$ cat src/vfc_pkg.sv
// ----------------------------------------------------------------------------
// vfc_pkg
// Shared types, constants and face tables of the voxel face culler.
// ----------------------------------------------------------------------------
package vfc_pkg;

    localparam int CHUNK_EDGE_DEF = 16;
    localparam int TYPE_BITS_DEF  = 6;
    localparam int COORD_W        = 4;
    localparam int WORLD_W        = 20;
    localparam int POS_W          = 16;
    localparam int MASK_W         = 64;
    localparam int FTYPE_W        = 6;
    localparam int CFG_DATA_W     = 64;

    typedef enum logic [1:0] {
        CFG_OPAQUE_MASK = 2'd0,
        CFG_AIR_TYPE    = 2'd1,
        CFG_CHUNK_POS_X = 2'd2,
        CFG_CHUNK_POS_Z = 2'd3
    } cfg_idx_t;

    typedef enum logic [2:0] {
        FACE_PZ = 3'd0,
        FACE_NZ = 3'd1,
        FACE_NX = 3'd2,
        FACE_PX = 3'd3,
        FACE_PY = 3'd4,
        FACE_NY = 3'd5
    } face_t;

    typedef enum logic [2:0] {
        ST_IDLE,
        ST_CTR_RD,
        ST_CTR_CHK,
        ST_NEIGH,
        ST_FACE_SEL,
        ST_AO,
        ST_EMIT
    } seq_state_t;

    typedef struct packed {
        logic [MASK_W-1:0]       opaque_mask;
        logic [FTYPE_W-1:0]      air_type;
        logic signed [POS_W-1:0] chunk_pos_x;
        logic signed [POS_W-1:0] chunk_pos_z;
    } cfg_t;

    typedef struct packed {
        logic signed [WORLD_W-1:0] world_x;
        logic [COORD_W-1:0]        world_y;
        logic signed [WORLD_W-1:0] world_z;
        logic [2:0]                face;
        logic [FTYPE_W-1:0]        face_type;
        logic [1:0]                ao_v0;
        logic [1:0]                ao_v1;
        logic [1:0]                ao_v2;
        logic [1:0]                ao_v3;
        logic                      last;
    } rec_t;

    typedef struct packed {
        logic signed [1:0] dx;
        logic signed [1:0] dy;
        logic signed [1:0] dz;
    } offs_t;

    function automatic offs_t face_norm(face_t f);
        offs_t o;
        o = '{dx: 2'sd0, dy: 2'sd0, dz: 2'sd0};
        unique case (f)
            FACE_PZ: o.dz = 2'sd1;
            FACE_NZ: o.dz = -2'sd1;
            FACE_NX: o.dx = -2'sd1;
            FACE_PX: o.dx = 2'sd1;
            FACE_PY: o.dy = 2'sd1;
            FACE_NY: o.dy = -2'sd1;
            default: o = '{dx: 2'sd0, dy: 2'sd0, dz: 2'sd0};
        endcase
        return o;
    endfunction

    // cell k of the 3x3 layer beyond the face, center left out, row-major in (u, v)
    function automatic offs_t ao_cell(face_t f, logic [2:0] k);
        offs_t o;
        logic signed [1:0] u;
        logic signed [1:0] v;
        o = face_norm(f);
        unique case (k)
            3'd0: begin u = -2'sd1; v = -2'sd1; end
            3'd1: begin u = -2'sd1; v = 2'sd0;  end
            3'd2: begin u = -2'sd1; v = 2'sd1;  end
            3'd3: begin u = 2'sd0;  v = -2'sd1; end
            3'd4: begin u = 2'sd0;  v = 2'sd1;  end
            3'd5: begin u = 2'sd1;  v = -2'sd1; end
            3'd6: begin u = 2'sd1;  v = 2'sd0;  end
            default: begin u = 2'sd1; v = 2'sd1; end
        endcase
        unique case (f)
            FACE_PZ, FACE_NZ: begin o.dx = u; o.dy = v; end
            FACE_NX, FACE_PX: begin o.dy = u; o.dz = v; end
            default:          begin o.dx = u; o.dz = v; end
        endcase
        return o;
    endfunction

    // tangent directions {d0, d1} of each vertex, vertex 3 in the top bits
    function automatic logic [7:0] vert_dirs(face_t f);
        logic [7:0] r;
        unique case (f)
            FACE_PZ: r = {2'b01, 2'b11, 2'b10, 2'b00};
            FACE_NZ: r = {2'b11, 2'b01, 2'b00, 2'b10};
            FACE_NX: r = {2'b10, 2'b11, 2'b01, 2'b00};
            FACE_PX: r = {2'b11, 2'b10, 2'b00, 2'b01};
            FACE_PY: r = {2'b00, 2'b10, 2'b11, 2'b01};
            default: r = {2'b01, 2'b11, 2'b10, 2'b00};
        endcase
        return r;
    endfunction

    function automatic logic [1:0] ao_code(logic [7:0] occ, logic [1:0] dir);
        logic s0;
        logic s1;
        logic c;
        s0 = dir[1] ? occ[6] : occ[1];
        s1 = dir[0] ? occ[4] : occ[3];
        unique case (dir)
            2'b00: c = occ[0];
            2'b01: c = occ[2];
            2'b10: c = occ[5];
            default: c = occ[7];
        endcase
        if (s0 && s1)
            return 2'd3;
        return 2'(s0) + 2'(s1) + 2'(c);
    endfunction

endpackage

$ cat src/vfc_seq.sv
// ----------------------------------------------------------------------------
// vfc_seq
// Mesh sequencer: walks center, face neighbors and occlusion cells through
// the one read port and a shared opacity test, then builds face records.
// ----------------------------------------------------------------------------
module vfc_seq
    import vfc_pkg::*;
#(
    parameter int CHUNK_EDGE = CHUNK_EDGE_DEF,
    parameter int TYPE_BITS  = TYPE_BITS_DEF,
    parameter int CB         = $clog2(CHUNK_EDGE)
) (
    input  logic                 clk,
    input  logic                 rst_n,
    input  logic                 start,
    input  logic [CB-1:0]        start_x,
    input  logic [CB-1:0]        start_y,
    input  logic [CB-1:0]        start_z,
    input  cfg_t                 cfg,
    output logic [3*CB-1:0]      raddr,
    input  logic [TYPE_BITS-1:0] rdata,
    output logic                 idle,
    output logic                 rec_valid,
    output rec_t                 rec,
    input  logic                 rec_ok
);

    localparam int CW = CB + 2;
    localparam logic signed [CW-1:0] EDGE_C = CW'(CHUNK_EDGE);
    localparam logic signed [WORLD_W-1:0] EDGE_W = WORLD_W'(CHUNK_EDGE);

    seq_state_t state_reg, state_next;
    logic [3:0] cnt_reg, cnt_next;
    logic [5:0] exposed_reg, exposed_next;
    logic [7:0] occ_reg, occ_next;
    face_t face_reg, face_next;
    logic [TYPE_BITS-1:0] ctype_reg, ctype_next;
    logic [CB-1:0] x_reg, y_reg, z_reg;
    logic inb_reg;

    offs_t off;
    logic signed [CW-1:0] cx, cy, cz;
    logic inb;
    logic opq;
    logic [7:0] t8;
    logic [7:0] dirs;
    logic [2:0] nf;
    logic nf_found;

    function automatic logic in_rng(logic signed [CW-1:0] c);
        return (c[CW-1] == 1'b0) && (c < EDGE_C);
    endfunction

    // cell being addressed this cycle
    always_comb
    begin
        off = '{dx: 2'sd0, dy: 2'sd0, dz: 2'sd0};
        unique case (state_reg)
            ST_NEIGH: off = face_norm(face_t'(cnt_reg[2:0]));
            ST_AO:    off = ao_cell(face_reg, cnt_reg[2:0]);
            default:  off = '{dx: 2'sd0, dy: 2'sd0, dz: 2'sd0};
        endcase
    end

    assign cx = $signed({2'b00, x_reg}) + CW'(off.dx);
    assign cy = $signed({2'b00, y_reg}) + CW'(off.dy);
    assign cz = $signed({2'b00, z_reg}) + CW'(off.dz);
    assign inb = in_rng(cx) && in_rng(cy) && in_rng(cz);
    assign raddr = {cx[CB-1:0], cy[CB-1:0], cz[CB-1:0]};

    // shared opacity test on the registered read data
    assign t8 = 8'(rdata);
    assign opq = inb_reg && (t8 < 8'd64) && cfg.opaque_mask[t8[5:0]];

    always_comb
    begin
        nf = 3'd0;
        nf_found = 1'b0;
        for (int i = 5; i >= 0; i--)
        begin
            if (exposed_reg[i])
            begin
                nf = 3'(i);
                nf_found = 1'b1;
            end
        end
    end

    always_ff @(posedge clk or negedge rst_n)
    begin
        if (!rst_n)
        begin
            state_reg <= ST_IDLE;
        end
        else
        begin
            state_reg <= state_next;
        end
    end

    always_ff @(posedge clk)
    begin
        cnt_reg     <= cnt_next;
        exposed_reg <= exposed_next;
        occ_reg     <= occ_next;
        face_reg    <= face_next;
        ctype_reg   <= ctype_next;
        inb_reg     <= inb;
        if (start)
        begin
            x_reg <= start_x;
            y_reg <= start_y;
            z_reg <= start_z;
        end
    end

    always_comb
    begin
        state_next   = state_reg;
        cnt_next     = cnt_reg;
        exposed_next = exposed_reg;
        occ_next     = occ_reg;
        face_next    = face_reg;
        ctype_next   = ctype_reg;
        unique case (state_reg)
            ST_IDLE:
            begin
                if (start)
                begin
                    state_next = ST_CTR_RD;
                end
            end
            ST_CTR_RD:
            begin
                state_next = ST_CTR_CHK;
            end
            ST_CTR_CHK:
            begin
                ctype_next = rdata;
                cnt_next   = 4'd0;
                if (8'(rdata) == 8'(cfg.air_type))
                begin
                    state_next = ST_IDLE;
                end
                else
                begin
                    state_next = ST_NEIGH;
                end
            end
            ST_NEIGH:
            begin
                if (cnt_reg != 4'd0)
                begin
                    exposed_next[3'(cnt_reg - 4'd1)] = !opq;
                end
                cnt_next = cnt_reg + 4'd1;
                if (cnt_reg == 4'd6)
                begin
                    state_next = ST_FACE_SEL;
                end
            end
            ST_FACE_SEL:
            begin
                cnt_next = 4'd0;
                if (nf_found)
                begin
                    face_next        = face_t'(nf);
                    exposed_next[nf] = 1'b0;
                    state_next       = ST_AO;
                end
                else
                begin
                    state_next = ST_IDLE;
                end
            end
            ST_AO:
            begin
                if (cnt_reg != 4'd0)
                begin
                    occ_next[3'(cnt_reg - 4'd1)] = opq;
                end
                cnt_next = cnt_reg + 4'd1;
                if (cnt_reg == 4'd8)
                begin
                    state_next = ST_EMIT;
                end
            end
            ST_EMIT:
            begin
                if (rec_ok)
                begin
                    state_next = ST_FACE_SEL;
                end
            end
            default:
            begin
                state_next = ST_IDLE;
            end
        endcase
    end

    assign dirs = vert_dirs(face_reg);

    always_comb
    begin
        rec.world_x   = EDGE_W * WORLD_W'(cfg.chunk_pos_x) + WORLD_W'(x_reg);
        rec.world_y   = COORD_W'(y_reg);
        rec.world_z   = EDGE_W * WORLD_W'(cfg.chunk_pos_z) + WORLD_W'(z_reg);
        rec.face      = face_reg;
        rec.face_type = FTYPE_W'(ctype_reg);
        rec.ao_v0     = ao_code(occ_reg, dirs[1:0]);
        rec.ao_v1     = ao_code(occ_reg, dirs[3:2]);
        rec.ao_v2     = ao_code(occ_reg, dirs[5:4]);
        rec.ao_v3     = ao_code(occ_reg, dirs[7:6]);
        rec.last      = (exposed_reg == 6'd0);
    end

    assign rec_valid = (state_reg == ST_EMIT);
    assign idle      = (state_reg == ST_IDLE);

endmodule

$ cat config.mk
export PLATFORM = sky130hd
export DESIGN_NAME = vfc_seq
export DESIGN_NICKNAME = d
export VERILOG_FILES = /design/src/vfc_pkg.sv /design/src/vfc_seq.sv
export SDC_FILE = /design/constraint.sdc
export NUM_CORES = 1
export LEC_CHECK = 0
export BUFFER_PORTS_ARGS = -buffer_cell sky130_fd_sc_hd__buf_2
export CORE_UTILIZATION = 30
export CTS_BUF_LIST = sky130_fd_sc_hd__clkbuf_16
export CTS_CLUSTER_DIAMETER = 200
export CTS_CLUSTER_SIZE = 8
export DETAILED_ROUTE_END_ITERATION = 10
export PLACE_DENSITY = 0.63
export SLEW_MARGIN = 10
export SYNTH_ARGS = -nofsm -noshare
export SYNTH_HDL_FRONTEND = slang
export SYNTH_SLANG_ARGS = --single-unit
$ cat constraint.sdc
create_clock -name clk -period 5.7 [get_ports clk]
set_input_delay 0.285 -clock clk [delete_from_list [all_inputs] [get_ports clk]]
set_output_delay 0.285 -clock clk [all_outputs]
set_load 0.05 [all_outputs]
# Word-level counts from Yosys, hierarchy flattened
# Cells that the tools add are included.
[word_totals]
ramBits = 0
mem_bits_ro = 0
mem_count = 0
output_inout_bits = 76
in_bits = 124
ff_bits = 43
latch_bits = 0
[op_classes]
n_mux = 68
n_div = 0
n_addsub = 15
bitwise = 5
n_reduce_logical = 37
mul = 0
n_lt_le_gt_ge = 9
n_eq_ne = 34
shifts = 0
[ops]
columns = ["cell", "count"]
rows = [
  ["20-bit by 4-bit adder with 20-bit output", 2],
  ["2-bit one-hot mux with 2 select lines", 9],
  ["3-bit 2-to-1 mux", 11],
  ["8-bit one-hot mux with 4 select lines", 1],
  ["3-bit equality test, second input constant", 8],
  ["6-bit one-hot mux with 2 select lines", 2],
  ["2-bit 2-to-1 mux", 11],
  ["1-bit 2-to-1 mux", 21],
  ["3-bit one-hot mux with 7 select lines", 1],
  ["5-bit by 2-bit adder with 6-bit output", 3],
  ["3-bit by 2-bit equality test with 1-bit output, second input constant", 6],
  ["6-bit less-than comparator, second input constant", 3],
  ["6-bit by 7-bit less-than comparator with 1-bit output, second input constant", 2],
  ["1-bit logical AND", 13],
  ["6-bit 2-to-1 mux", 2],
  ["1-bit one-hot mux with 3 select lines", 4],
  ["2-bit OR reduction", 6],
  ["2-bit != test, second input constant", 5],
  ["3-bit by 1-bit equality test with 1-bit output, second input constant", 3],
  ["3-bit logical NOT", 3],
  ["1-bit by 1-bit adder with 2-bit output", 4],
  ["2-bit by 1-bit adder with 2-bit output", 4],
  ["8-bit bitwise mux", 1],
  ["2-bit by 1-bit equality test with 1-bit output, second input constant", 4],
  ["25 further kinds", 39],
]

# Longest topological paths before layout
[depth]
ltp_word = 14
mapped_depth = 15
ltp_nobuf = 15

# Worst setup path after synthesis
# OpenSTA, ideal clock, no wires.
[synth_timing]
path_kind = "register to output"
from = "register face_reg[1]"
to = "output raddr[3]"
slack_ns = 2.106
arrival_time_ns = 3.309
required_ns = 5.415
stages_incl_launch_ff = 8
cell_sequence = "edfxtp_1 > clkbuf_1 > nor3_1 > o31ai_1 > ha_1 > a21o_1 > a21o_1 > xnor2_1"
[synth_between]
elab_chain_cells = 5
elab_cells_between_ends = 7
cone_classes = "add/sub: 1; eq/ne: 1; mux: 3; reduce/logical: 2"
[synth_rtl]
columns = ["item", "line_no", "source"]
rows = [
  ["start, declared", "vfc_seq.sv:36", "face_t face_reg, face_next;"],
  ["start signal, assigned", "vfc_seq.sv:106", "face_reg <= face_next;"],
  ["3-bit by 1-bit equality test with 1-bit output / 3-bit logical NOT (equally long branches)", "vfc_pkg.sv:71, vfc_pkg.sv:99", ""],
  ["2-bit one-hot mux with 2 select lines / 2-bit OR reduction (equally long branches)", "vfc_pkg.sv:71, vfc_pkg.sv:99", ""],
  ["2-bit 2-to-1 mux *", "vfc_pkg.sv:99", "unique case (f)"],
  ["6-bit one-hot mux with 2 select lines *", "vfc_seq.sv:58", "unique case (state_reg)"],
  ["5-bit by 2-bit adder with 6-bit output *", "vfc_seq.sv:67", "assign cz = $signed({2'b00, z_reg}) + CW'(off.dz);"],
  ["end, declared", "vfc_seq.sv:20", "output logic [3*CB-1:0] raddr,"],
]
# Mark *: on every way between the ends. The rest lies on a longest branch, timed or not.

# Worst setup path after layout
[layout_timing]
from = "register cnt_reg[0]"
to = "output raddr[7]"
[layout_between]
elab_chain_cells = 6
elab_cells_between_ends = 17
cone_classes = "add/sub: 1; eq/ne: 6; mux: 5; reduce/logical: 5"
[layout_rtl]
columns = ["item", "line_no", "source"]
rows = [
  ["start, declared", "vfc_seq.sv:33", "logic [3:0] cnt_reg, cnt_next;"],
  ["start signal, assigned", "vfc_seq.sv:103", "cnt_reg <= cnt_next;"],
  ["3-bit by 1-bit equality test with 1-bit output, or another cell as far along", "vfc_pkg.sv:89", "unique case (k)"],
  ["3-bit OR reduction (no line) / 2-bit OR reduction (equally long branches)", "--", ""],
  ["2-bit one-hot mux with 2 select lines", "vfc_pkg.sv:89", ""],
  ["2-bit one-hot mux with 2 select lines", "vfc_pkg.sv:99", ""],
  ["6-bit one-hot mux with 2 select lines *", "vfc_seq.sv:58", ""],
  ["5-bit by 2-bit adder with 6-bit output *", "vfc_seq.sv:66", "assign cy = $signed({2'b00, y_reg}) + CW'(off.dy);"],
]
# Marked as above.

==> results.txt <==
Count of final hold-check violations - 0
Fraction of layout instances using a drive strength above 1 - 35.9%
Die area - 0.0138 mm²
Slew HR - 38.9%
Global route overflow - 0
Postcts setup bufs - 0
WL final - 9.99 mm
Worst slew pin tran - 908 ps
Crit Reg-Reg Startpoint - cnt_reg[0]
# rows - 41
Io pins - 200
Hold crit path type - primary input to flop
Largest net degree at the start of global routing - 31
Vias in the first global route - 3,360
Hold Path Sink - z_reg[3]
Post-Route Skew - 5.53 ps
Wirelength per Cell - 15.2 µm
Number of synthesized register bits - 43
Fin crit period - 3980 ps
Hold Crit Depth - 1
Ant. Diodes - 0
GRT Util Overall - 14.4%
Final setup fails - 0
R2R Setup Slk - 1990 ps
Clock-pin slew on the worst setup and hold paths - 70 ps
Critical Path Source Type - flop
Final setup TNS - 0 ps
Worst Hold Launch - start_z[3]
Yosys Warn Count - 0
Final hold slack - 169 ps
Initial antenna violation count - 0
Status - finished, final reports clean
Crit share post-route - 69.8%
IO Port Bufs - 135
Worst r2r path cells - 11
Worst EP arrival - 3690 ps
Syn Inst Count - 389
Die Width - 118 µm
Clock Tree Buf Depth - 2
Post-synthesis net count - 541
DRC viols - 0
ANT nets after route - 0
TritonRoute pass-1 iters - 4
Final nets - 636
Highest Clock Rate - 251 MHz
Number of CTS-inserted buffers - 5
Largest register FFs - 8
Mapped cell area - 0.00401 mm²
EDFF count, synth - 39
Worst skew pair latency - 290 ps
Vias - 3,432
Root Buffer - clkbuf_16
R2r endpoint - inb_reg
Initial Util - 31.3%
Peak supply drop - 0.143 mV
Average cell area after synthesis - 10.3 µm²
Fillers - 1,295
Final cell count without fillers - 657
LEAKAGE - 2.04 nW
# clock sinks - 43
CTS tree - done
Ys async rst share - 6.98%
Sequential share of the synthesized area - 31.6%
Global-route wire length before repair - 16.0 mm
Die Height - 118 µm
RSZ-0062 raised after global routing - no
Crit Path Category - flop to output pin
Cell variety after synth - 65
Avg Vias per Cell - 5.22
CP Data Required Time - 5410 ps
DR iter-0 viols - 164
GPL Wtd Cong - 0.840
Primary FF master, synth - edfxtp_1
Synth-to-layout area growth - 17.4%
Crit path max fanout - 14
Pwr dens - 438 mW/mm²
Max Cap Viol - 0
CORE AREA - 0.0128 mm²
HPWL after DPL - 8.11 mm
Resized cells post-CTS - 0
H-tree depth - 2
Max Slew Vio Count - 0
Placed cell count - 648
CP Capture Type - output pin
Finished Core Util - 36.7%
where the power goes:
group	leakage, nW	internal (mW)	switching [mW]
logic	1.56	0.400	0.816
registers	0.414	0.437	0.119
clock network	0.0664	0.164	0.128
total	2.04	1.00	1.06
layer usage:
layer	part of all wire (%)	global-route usage, %	vias up
li1	-	-	1617
met1	39	15.8	1611
met2	50	25.3	165
met3	6.4	2.47	39
met4	4.8	9.86	0
met5	0	0	-
layout make-up:
type	count	area (µm²)	share of cell area, %
Clock buffer	5	125	2.66
Clock inverter	3	23.8	0.505
Inverter	19	71.3	1.51
Multi-Input combinational cell	279	2320	49.3
Sequential cell	43	1270	26.9
Tap cell	172	215	4.57
Timing Repair Buffer	136	686	14.6
how the worst max path moves through the flow:
| stage | slack (ps) | cells past startpoint | end | from |
|---|---|---|---|---|
| 2_1_floorplan | 2110 | 7 | raddr[3] | face_reg[1] |
| 3_3_place_gp | 2130 | 11 | raddr[7] | cnt_reg[0] |
| 3_5_place_dp | 2040 | 11 | raddr[7] | cnt_reg[0] |
| 4_1_cts | 1710 | 11 | raddr[7] | cnt_reg[0] |
| 5_1_grt | 1470 | 11 | raddr[7] | cnt_reg[0] |
| 6_report | 1720 | 11 | raddr[7] | cnt_reg[0] |
cell families after synthesis:
logic type | synth area share [%]
buffers and inverters | 10.5
DFF | 31.6
muxes | 14.3
AOI/OAI and AO/OA | 15.3
and+or+nand+nor | 15.0
xor gates and xnor gates | 3.27
adders and majority gates | 10.0
critical path, cell delays in order (launching register included):
cell      delay [ps]
edfxtp_1         630
inv_1            230
ha_1             330
mux2_2           290
o311ai_0         290
a21oi_1          160
or2_2            380
ha_1             290
a21o_1           150
a21o_1           210
xnor2_1          150
buf_2            280
Yosys cell counts (7+ instances only):
library cell  number  share of area [%]
xnor2_1            8                1.7
inv_1             19                1.8
nand2_1           21                2.0
a21oi_1           17                2.1
nor2b_1            9                1.4
mux2_2             8                2.2
o21ai_0           15                1.9
mux2i_1           11                2.7
a21o_1            10                1.9
nor3_1            11                1.4
edfxtp_1          39                 29
ha_1              21                6.5
buf_4             33                6.2
nor2_1            25                2.3
nand2b_1          12                1.9
xor2_1             7                1.5
clkbuf_1           9               0.84
fa_1               7                3.5
mux4_2            13                7.3
nand3_1            7               0.87
through the flow:
stage          cell area, µm²  power [mW]  setup WS [ps]
3_5_place_dp             4550        1.78           2040
4_1_cts                  4710        2.08           1710
2_1_floorplan            4010        1.58           2110
6_report                 4710        2.06           1720
5_1_grt                  4710        2.21           1470
3_3_place_gp             4550        1.76           2130
repair_timing:
item	CTS	global route
hold endpoints to repair	3	0
setup endpoints to repair	0	0
hold buffers	1	0
placed cells by master (no fill, tap or decap), types with 7 or more instances in the layout:
master    instances
nand2_1          21
mux4_2           13
a21o_1           10
ha_1             21
xor2_1            7
buf_2           135
nand3_1           7
mux2_2            8
nor2_1           25
o21ai_0          15
fa_1              7
nand2b_1         12
edfxtp_1         39
a21oi_1          17
xnor2_1           8
mux2i_1          11
inv_1            19
nor3_1           11
nor2b_1           9
No activity file was read; power rests on OpenSTA's default activity.
